### config.mk
export PLATFORM = sky130hd
export DESIGN_NAME = led_blink_pattern_sequencer
export DESIGN_NICKNAME = d
export VERILOG_FILES = /design/src/hdl/lbps_pkg.sv /design/src/hdl/lbps_step.sv /design/src/hdl/led_blink_pattern_sequencer.sv
export SDC_FILE = /design/constraint.sdc
export NUM_CORES = 1
export LEC_CHECK = 0
export ABC_AREA = 0
export BUFFER_PORTS_ARGS = -buffer_cell sky130_fd_sc_hd__buf_2
export CORE_MARGIN = 1
export CORE_UTILIZATION = 60
export DETAILED_ROUTE_END_ITERATION = 10
export MAX_ROUTING_LAYER = met4
export PLACE_DENSITY = 0.8
export SLEW_MARGIN = 20
export SYNTH_ARGS = -nofsm -noshare
export SYNTH_HDL_FRONTEND = slang
export SYNTH_HIERARCHICAL = 1
export SYNTH_SLANG_ARGS = --single-unit
### constraint.sdc
create_clock -name clk -period 3.96 [get_ports clk]
set_input_delay 0.396 -clock clk [delete_from_list [all_inputs] [get_ports clk]]
set_output_delay 0.396 -clock clk [all_outputs]
set_load 0.03 [all_outputs]
### src/hdl/lbps_pkg.sv
// Shared types and constants for the LED blink pattern sequencer.
package lbps_pkg;

  // Request codes carried by the input channel.
  typedef enum logic [1:0] {
    REQ_TICK = 2'd0,
    REQ_SET  = 2'd1,
    REQ_STOP = 2'd2,
    REQ_NONE = 2'd3
  } req_t;

  // Display modes.
  typedef enum logic [2:0] {
    MODE_OFF      = 3'd0,
    MODE_SCHEDULE = 3'd1,
    MODE_TRACE    = 3'd2,
    MODE_LOCK     = 3'd3,
    MODE_OPEN     = 3'd4
  } mode_t;

  // LED drive codes.
  typedef enum logic [1:0] {
    COLOR_OFF   = 2'd0,
    COLOR_RED   = 2'd1,
    COLOR_BLUE  = 2'd2,
    COLOR_GREEN = 2'd3
  } color_t;

  // Configuration register indexes.
  localparam logic [1:0] CFG_SCHEDULE = 2'd0;
  localparam logic [1:0] CFG_TRACE    = 2'd1;
  localparam logic [1:0] CFG_LOCK     = 2'd2;
  localparam logic [1:0] CFG_OPEN     = 2'd3;

  // Reset values of the half-period registers.
  localparam logic [7:0] SCHEDULE_HP_RST = 8'd200;
  localparam logic [7:0] TRACE_HP_RST    = 8'd100;
  localparam logic [7:0] LOCK_HP_RST     = 8'd50;
  localparam logic [7:0] OPEN_HP_RST     = 8'd50;

  // Step positions that matter in the schedule and trace patterns.
  localparam logic [1:0] SCHED_STEP_OFF   = 2'd1;
  localparam logic [1:0] SCHED_STEP_RED   = 2'd0;
  localparam logic [2:0] TRACE_STEP_OFF_A = 3'd1;
  localparam logic [2:0] TRACE_STEP_ON_A  = 3'd2;
  localparam logic [2:0] TRACE_STEP_OFF_B = 3'd3;
  localparam logic [2:0] TRACE_STEP_ON_B  = 3'd4;
  localparam logic [2:0] TRACE_STEP_END   = 3'd5;

  // Half-period configuration as one group.
  typedef struct packed {
    logic [7:0] schedule_hp;
    logic [7:0] trace_hp;
    logic [7:0] lock_hp;
    logic [7:0] open_hp;
  } cfg_t;

  // Sequencer state.
  typedef struct packed {
    mode_t      mode;
    logic       cycle_on;
    logic [7:0] tick_count;
    logic [1:0] sched_step;
    logic [2:0] trace_step;
    color_t     color;
  } state_t;

endpackage

### src/hdl/lbps_step.sv
// Next-state logic of the sequencer for one request.
module lbps_step (
  input  lbps_pkg::state_t cur,
  input  lbps_pkg::cfg_t   cfg,
  input  logic [1:0]       req_type,
  input  logic [2:0]       mode,
  output lbps_pkg::state_t nxt
);
  import lbps_pkg::*;

  logic [7:0] threshold;
  logic [7:0] count_inc;
  logic [1:0] sched_inc;
  logic [2:0] trace_inc;

  // Half-period of the current mode; off mode uses zero.
  always_comb begin
    case (cur.mode)
      MODE_SCHEDULE: threshold = cfg.schedule_hp;
      MODE_TRACE:    threshold = cfg.trace_hp;
      MODE_LOCK:     threshold = cfg.lock_hp;
      MODE_OPEN:     threshold = cfg.open_hp;
      default:       threshold = 8'd0;
    endcase
  end

  assign count_inc = cur.tick_count + 8'd1;
  assign sched_inc = cur.sched_step + 2'd1;
  assign trace_inc = cur.trace_step + 3'd1;

  // Apply the request to the state.
  always_comb begin
    nxt = cur;
    case (req_t'(req_type))
      REQ_TICK: begin
        if (cur.cycle_on) begin
          if (count_inc >= threshold) begin
            nxt.tick_count = 8'd0;
            // The pattern advances one half-period.
            case (cur.mode)
              MODE_SCHEDULE: begin
                nxt.sched_step = sched_inc;
                if (sched_inc == SCHED_STEP_OFF) begin
                  nxt.color = COLOR_OFF;
                end else if (sched_inc == SCHED_STEP_RED) begin
                  nxt.color = COLOR_RED;
                end
              end
              MODE_TRACE: begin
                nxt.trace_step = trace_inc;
                if (trace_inc == TRACE_STEP_OFF_A || trace_inc == TRACE_STEP_OFF_B) begin
                  nxt.color = COLOR_OFF;
                end else if (trace_inc == TRACE_STEP_ON_A ||
                             trace_inc == TRACE_STEP_ON_B) begin
                  nxt.color = COLOR_BLUE;
                end else if (trace_inc == TRACE_STEP_END) begin
                  nxt.trace_step = 3'd0;
                  nxt.cycle_on   = 1'b0;
                  nxt.color      = COLOR_OFF;
                  nxt.mode       = MODE_OFF;
                end
              end
              MODE_LOCK, MODE_OPEN: begin
                nxt.cycle_on = 1'b0;
                nxt.color    = COLOR_OFF;
                nxt.mode     = MODE_OFF;
              end
              default: begin
                nxt.tick_count = 8'd0;
              end
            endcase
          end else begin
            nxt.tick_count = count_inc;
          end
        end else begin
          nxt.tick_count = 8'd0;
        end
      end
      REQ_SET: begin
        // Modes above open are ignored.
        if (mode <= MODE_OPEN) begin
          nxt.mode       = mode_t'(mode);
          nxt.tick_count = 8'd0;
          case (mode_t'(mode))
            MODE_SCHEDULE: begin
              nxt.cycle_on   = 1'b1;
              nxt.sched_step = 2'd0;
              nxt.color      = COLOR_RED;
            end
            MODE_TRACE: begin
              nxt.cycle_on   = 1'b1;
              nxt.trace_step = 3'd0;
              nxt.color      = COLOR_BLUE;
            end
            MODE_LOCK: begin
              nxt.cycle_on = 1'b1;
              nxt.color    = COLOR_BLUE;
            end
            MODE_OPEN: begin
              nxt.cycle_on = 1'b1;
              nxt.color    = COLOR_GREEN;
            end
            default: begin
              nxt.color = COLOR_OFF;
            end
          endcase
        end
      end
      REQ_STOP: begin
        nxt.cycle_on = 1'b0;
        nxt.color    = COLOR_OFF;
        nxt.mode     = MODE_OFF;
      end
      default: begin
        nxt = cur;
      end
    endcase
  end

endmodule

### src/hdl/led_blink_pattern_sequencer.sv
// Top level of the LED blink pattern sequencer.
//
// Usage: each request on the in_ channel is a tick (advance the half-period
// counter), a display-mode change, a stop or a no-op. Every request
// produces exactly one result on the out_ channel: the LED color, the
// display mode and the blinking flag as they stand after that request.
// The four half-period registers are written through the cfg_ port, one
// register per cycle with cfg_we high, and should only change while no
// request is in flight.
// A result is registered and appears in the cycle after its request is accepted.
// Throughput: one request per cycle, limited only by the single output
// register; in_ready stays high while that register is empty or being read.
// When the receiver stalls, the result holds in the output register and
// in_ready drops until out_ready returns, so the state never runs ahead.
// Reset (rst_n low, synchronous) sets the mode off, the LED off, the
// counters to zero and the half-periods to 200, 100, 50 and 50 ticks.
module led_blink_pattern_sequencer (
  input  logic       clk,
  input  logic       rst_n,
  input  logic       in_valid,
  output logic       in_ready,
  input  logic [1:0] in_req_type,
  input  logic [2:0] in_mode,
  output logic       out_valid,
  input  logic       out_ready,
  output logic [1:0] out_led_color,
  output logic [2:0] out_mode_now,
  output logic       out_blinking,
  input  logic       cfg_we,
  input  logic [1:0] cfg_addr,
  input  logic [7:0] cfg_wdata
);
  import lbps_pkg::*;

  cfg_t   cfg_r;
  state_t state_r;
  state_t state_nxt;
  logic   in_fire;
  logic   out_valid_r;
  logic [1:0] out_color_r;
  logic [2:0] out_mode_r;
  logic   out_blink_r;

  assign in_ready = !out_valid_r || out_ready;
  assign in_fire  = in_valid && in_ready;

  // Half-period registers.
  always_ff @(posedge clk) begin
    if (!rst_n) begin
      cfg_r.schedule_hp <= SCHEDULE_HP_RST;
      cfg_r.trace_hp    <= TRACE_HP_RST;
      cfg_r.lock_hp     <= LOCK_HP_RST;
      cfg_r.open_hp     <= OPEN_HP_RST;
    end else if (cfg_we) begin
      case (cfg_addr)
        CFG_SCHEDULE: cfg_r.schedule_hp <= cfg_wdata;
        CFG_TRACE:    cfg_r.trace_hp    <= cfg_wdata;
        CFG_LOCK:     cfg_r.lock_hp     <= cfg_wdata;
        CFG_OPEN:     cfg_r.open_hp     <= cfg_wdata;
        default:      cfg_r.open_hp     <= cfg_r.open_hp;
      endcase
    end
  end

  // Next state for the request at the input.
  lbps_step u_step (
    .cur      (state_r),
    .cfg      (cfg_r),
    .req_type (in_req_type),
    .mode     (in_mode),
    .nxt      (state_nxt)
  );

  // Sequencer state advances on each accepted request.
  always_ff @(posedge clk) begin
    if (!rst_n) begin
      state_r.mode       <= MODE_OFF;
      state_r.cycle_on   <= 1'b0;
      state_r.tick_count <= 8'd0;
      state_r.sched_step <= 2'd0;
      state_r.trace_step <= 3'd0;
      state_r.color      <= COLOR_OFF;
    end else if (in_fire) begin
      state_r <= state_nxt;
    end
  end

  // Output register valid flag.
  always_ff @(posedge clk) begin
    if (!rst_n) begin
      out_valid_r <= 1'b0;
    end else if (in_fire) begin
      out_valid_r <= 1'b1;
    end else if (out_ready) begin
      out_valid_r <= 1'b0;
    end
  end

  // Output register payload.
  always_ff @(posedge clk) begin
    if (in_fire) begin
      out_color_r <= state_nxt.color;
      out_mode_r  <= state_nxt.mode;
      out_blink_r <= state_nxt.cycle_on;
    end
  end

  assign out_valid     = out_valid_r;
  assign out_led_color = out_color_r;
  assign out_mode_now  = out_mode_r;
  assign out_blinking  = out_blink_r;

endmodule

Yosys cells after proc, flatten, opt, wreduce, memory -nomap -nowiden
Cells that the tools add are included.

Register bits: 58. Output and inout bits: 8. Logic and storage cells: 96. Input port bits: 20.

Magnitude comparators: 2. Equality and inequality tests: 26. Mux-type cells: 31. Add/subtract/negate cells: 3. Reduce and logical (&&, ||, !) cells: 20.

Operator list (count): $pmux 8 s4 (1); $pmux 13 s2 (1); $mux 4 (5); $mux 19 (1); $eq 3x2->1 const B (6); $pmux 2 s3 (3); $mux 8 (2); $mux 7 (2); $reduce_and 7->1 (2); $eq 3x3->1 const B (4); $mux 2 (6); $mux 3 (4); $pmux 4 s3 (1); $ne 2x2->1 const B (5); $eq 3x1->1 const B (3); $add 8x1->8 const B (1); $ge 8x8->1 (1); $pmux 4 s2 (1); $reduce_and 2->1 (4); $eq 2x1->1 const B (3); $eq 2x2->1 const B (3); $logic_not 2->1 (3); $mux 5 (1); $ne 2x1->1 const B (2); 11 further kinds (17).

Longest topological paths before layout
Depth in word-level cells: 9. Depth in mapped cells: 17. Mapped depth without buffers: 14.

Modules after synthesis
The synthesis kept the hierarchy.

By module, submodules not included: led_blink_pattern_sequencer (seq. area each 1221.2 um^2, times used 1, cells each 211, area an instance 2075.7 um^2); lbps_step (seq. area each 0.0 um^2, times used 1, cells each 190, area an instance 1186.1 um^2).

Least setup slack after synthesis
OpenSTA, ideal clock, no wires.

Path type: reg-to-reg. From: register state_r[17] (netlist bit). To: register state_r[5] (netlist bit). Path slack: 0.931 ns. Data required time: 3.834 ns. Library setup time: 0.126 ns. Cell stages (with the launch flop): 17. Clock period less this slack: 3.029 ns. Buffers on the path: 2. Arrival: 2.903 ns. Cell sequence: dfxtp_1 buf_2 inv_2 nor2_1 clkbuf_1 a21oi_1 nor2_1 a21oi_1 ha_1 and3_1 o21ai_1 a311oi_2 o21ai_2 nor4_2 mux2_1 nand2_1 mux2i_1.

Word-level cells in the longest chain between the ends: 5. Elaborated cells on any way between the ends: 9. Classes of those cells: order compare: 1; eq/ne: 6; mux: 1; reduce/logical: 1.

Ends and longest elaborated chain: start, declared (line led_blink_pattern_sequencer.sv:36) `state_t state_r;`; start signal, assigned (line led_blink_pattern_sequencer.sv:84) `state_r <= state_nxt;`; $eq 3x3->1 (tied with other cells) (line lbps_step.sv:18) `case (cur.mode)`; $pmux 8 s4 (line lbps_step.sv:18); $ge 8x8->1 (line lbps_step.sv:37) `if (count_inc >= threshold) begin`; $ne 2x1->1 (no source line); $reduce_and 7->1 (no source line) (*).

Mark *: on every way between the ends. The rest lies on a longest branch, timed or not. A chain may end at the register's enable or synchronous reset.

Final worst setup path
Same ends and word-level chain as after synthesis.

==> impl_metrics.ini <==
[timing]
setup_viol = 0
tns_ps = 0
tightest_slew_ps = 768.2
rsz0062_at_grt = false
skew_ps = 6.331
slew_headroom_pct = 48.79
maxSlewViolCount = 0
period_needed_ps = 3269
maxClockFrequency_mhz = 305.9
finalCritPeriodShare_pct = 82.55
finalHoldViolations = 0

[synthesis]
yosysTopAreaCell = dfxtp_1
async_flop_share_pct = 0
synth.distinct_cells = 47
synth_top_family_by_area = simple AND/OR/NAND/NOR gates
synth_area_leaders = dfxtp_1 (32%), mux2i_1 (12%), nand2_1 (8.4%)
synth_compound_area_share_pct = 16.00
netlist_area_sq_um = 3262
yosysWarnings = 6
yosys.area.top_type_share_pct = 31.91
ys.flop_type = dfxtp_1
ys_seq_area_share_pct = 37.44
yosys.area_share.simple_pct = 21.90
muxShareOfSynthArea_pct = 12.97
synth_cells = 401
syn_area_per_cell_sq_um = 8.134
synth_edf_count = 6
ys_ff_latch = 58
synthAdderAreaFrac_pct = 4.987
syn-num-nets = 434
synth_xor_area_share_pct = 2.148

[global_route]
grt_pass1_vias = 2519
track_usage_pct = 27.81
grt_max_degree = 47
grt_overflow = 0
antenna_found_initial = 0
grt_pass1_wl_mm = 11.33

[drt]
ant_nets = 0
via_per_inst = 5.769
via_count = 2850
top_layer = met4
wirelength_mm = 7.016
route.detailed.drc = 0
routedWlPerCell_microns = 14.20
drt_iter0_markers = 241
met2_length_mm = 3.346
route.met3.wl_microns = 303
routedLengthMet1_mm = 3.210
first_pass_iters = 5

[power_and_ir_drop]
power_density_nw_per_um2 = 343.4
ir_drop_mv = 0.3028
power.leakage_nw = 1.470
power.total_mw = 1.229

[clocking]
cts_root_buf = clkbuf_8
cts_hold_buffers = 0
htree_levels = 3
clock_latency_ps = 350
cts_buffer_depth = 2
numCtsBuffers = 9
path_clk_slew_ps = 70
cts-resized-gates = 0
numClockSinks = 58
cts_tree = yes
cts_setup_buffers = 0

[flow_run]
maxCapViolCount = 0

[critical_path]
critPathMaxFanout = 16
crit_path_end_kind = register
cp.arrival_ps = 3490
required_ps = 4180
crit_path_start_kind = register
worstSetupPathType = reg2reg

[die]
core_sq_um = 5172
io_pins = 28
die_w_microns = 75.73
die_area_sq_um = 5735
die_y_microns = 75.73
start_util_pct = 63.06
rows = 26

[final_layout]
drive_gt1_share_pct = 12.97
layout_commonest_cell = nand2_1
synthToLayoutAreaGrowth_pct = 9.743
fillers = 432
diodes = 0
mostFrequentLayoutCells = nand2_1 (73), dfxtp_1 (52), mux2i_1 (40)
fin_nets = 452

[place]
io_buffers = 27
place_congestion = 0.9335
dp_hpwl_mm = 4.907

[hold_path]
min_path_type = in2reg

[status]
status = completed
-- worst paths after layout --
check	startpoint	endpoint	slack (ps)	cells after the start
worst max-delay path	state_r[17]	state_r[5]	690	12
worst min-delay path	cfg_wdata[2]	cfg_r[18]	280	3
worst max register to register	state_r[17]	state_r[5]	690	12
worst min register to register	cfg_r[14]	cfg_r[14]	470	2
-- layer usage --
metal | global-route usage [%] | vias to the layer above
li1 | - | 1445
met1 | 31.29 | 1299
met2 | 45.83 | 89
met3 | 7.407 | 17
met4 | 13.37 | 0
met5 | - | -
-- cell families after synthesis --
family | count (synthesis)
AO/OA/AOI/OAI | 86
XOR/XNOR | 8
adder cells (fa/ha/maj) | 13
buffers and inverters | 35
flip-flops | 58
multiplexers | 42
AND/OR/NAND/NOR | 159
-- per-stage QoR --
step                      utilization (%)  area (sq um)  setup WS (ps)  std cells  hold WS [ps]
after global placement              65.94          3411          863.2        478         453.3
final                               69.21          3580          691.1        494         275.8
after floorplan                         -          3262          930.6        401         431.4
after detailed placement            65.94          3411          744.5        478         462.6
after global routing                69.21          3580          467.0        494         283.1
after CTS                           69.21          3580          728.4        494         268.0
-- Yosys cell counts (2+ instances only) --
library cell  count
a21oi_1          24
a22o_1            8
a31oi_1           2
and3_1            3
buf_1             3
buf_2             8
clkbuf_1         13
dfxtp_1          52
edfxtp_1          6
ha_1             13
inv_1             7
inv_2             3
mux2_1            2
mux2i_1          40
nand2_1          73
nand2b_1          4
nand3_1          28
nand3b_1          2
nor2_1           33
nor2b_1           3
nor3_1            3
o211ai_1          3
o21ai_0          27
o21ai_1          10
o311ai_1          3
xnor2_1           4
xor2_1            4
-- worst max-delay path, cell delays in order (launching register included) --
cell and delay [ps]:
dfxtp_1 320, buf_4 210, nor3_2 480, a21oi_1 160, ha_1 310, and3_1 160
o21ai_1 70, a311oi_2 360, o21ai_2 220, nor4_2 350, mux2_1 360, nand2_1 60
mux2i_1 70
-- state kept, by name (all words and copies together) (netlist names) --
| register | flops |
|---|---|
| out_mode_now | 3 |
| cfg_r | 32 |
| out_blinking | 1 |
| out_led_color | 2 |
| out_valid | 1 |
| state_r | 19 |
-- area by class of cell --
cell class	count	area, sq um	share of cell area, %
inverters	10	37.54	1.049
clock inverters	5	27.53	0.7690
clock buffers	11	141.4	3.950
multi-input cells	308	1892	52.85
well taps	70	87.58	2.447
repair buffers	32	172.7	4.824
flip-flops and latches	58	1221	34.11
-- report_power, final --
group          total [mW]  internal (mW)  switching (mW)  leakage [nW]
sequential          0.622          0.611          0.0105         0.483
combinational       0.125         0.0427          0.0820         0.894
clock               0.483          0.241           0.242        0.0937
total                1.23          0.895           0.334          1.47
Power figures use the tool's default switching activity.
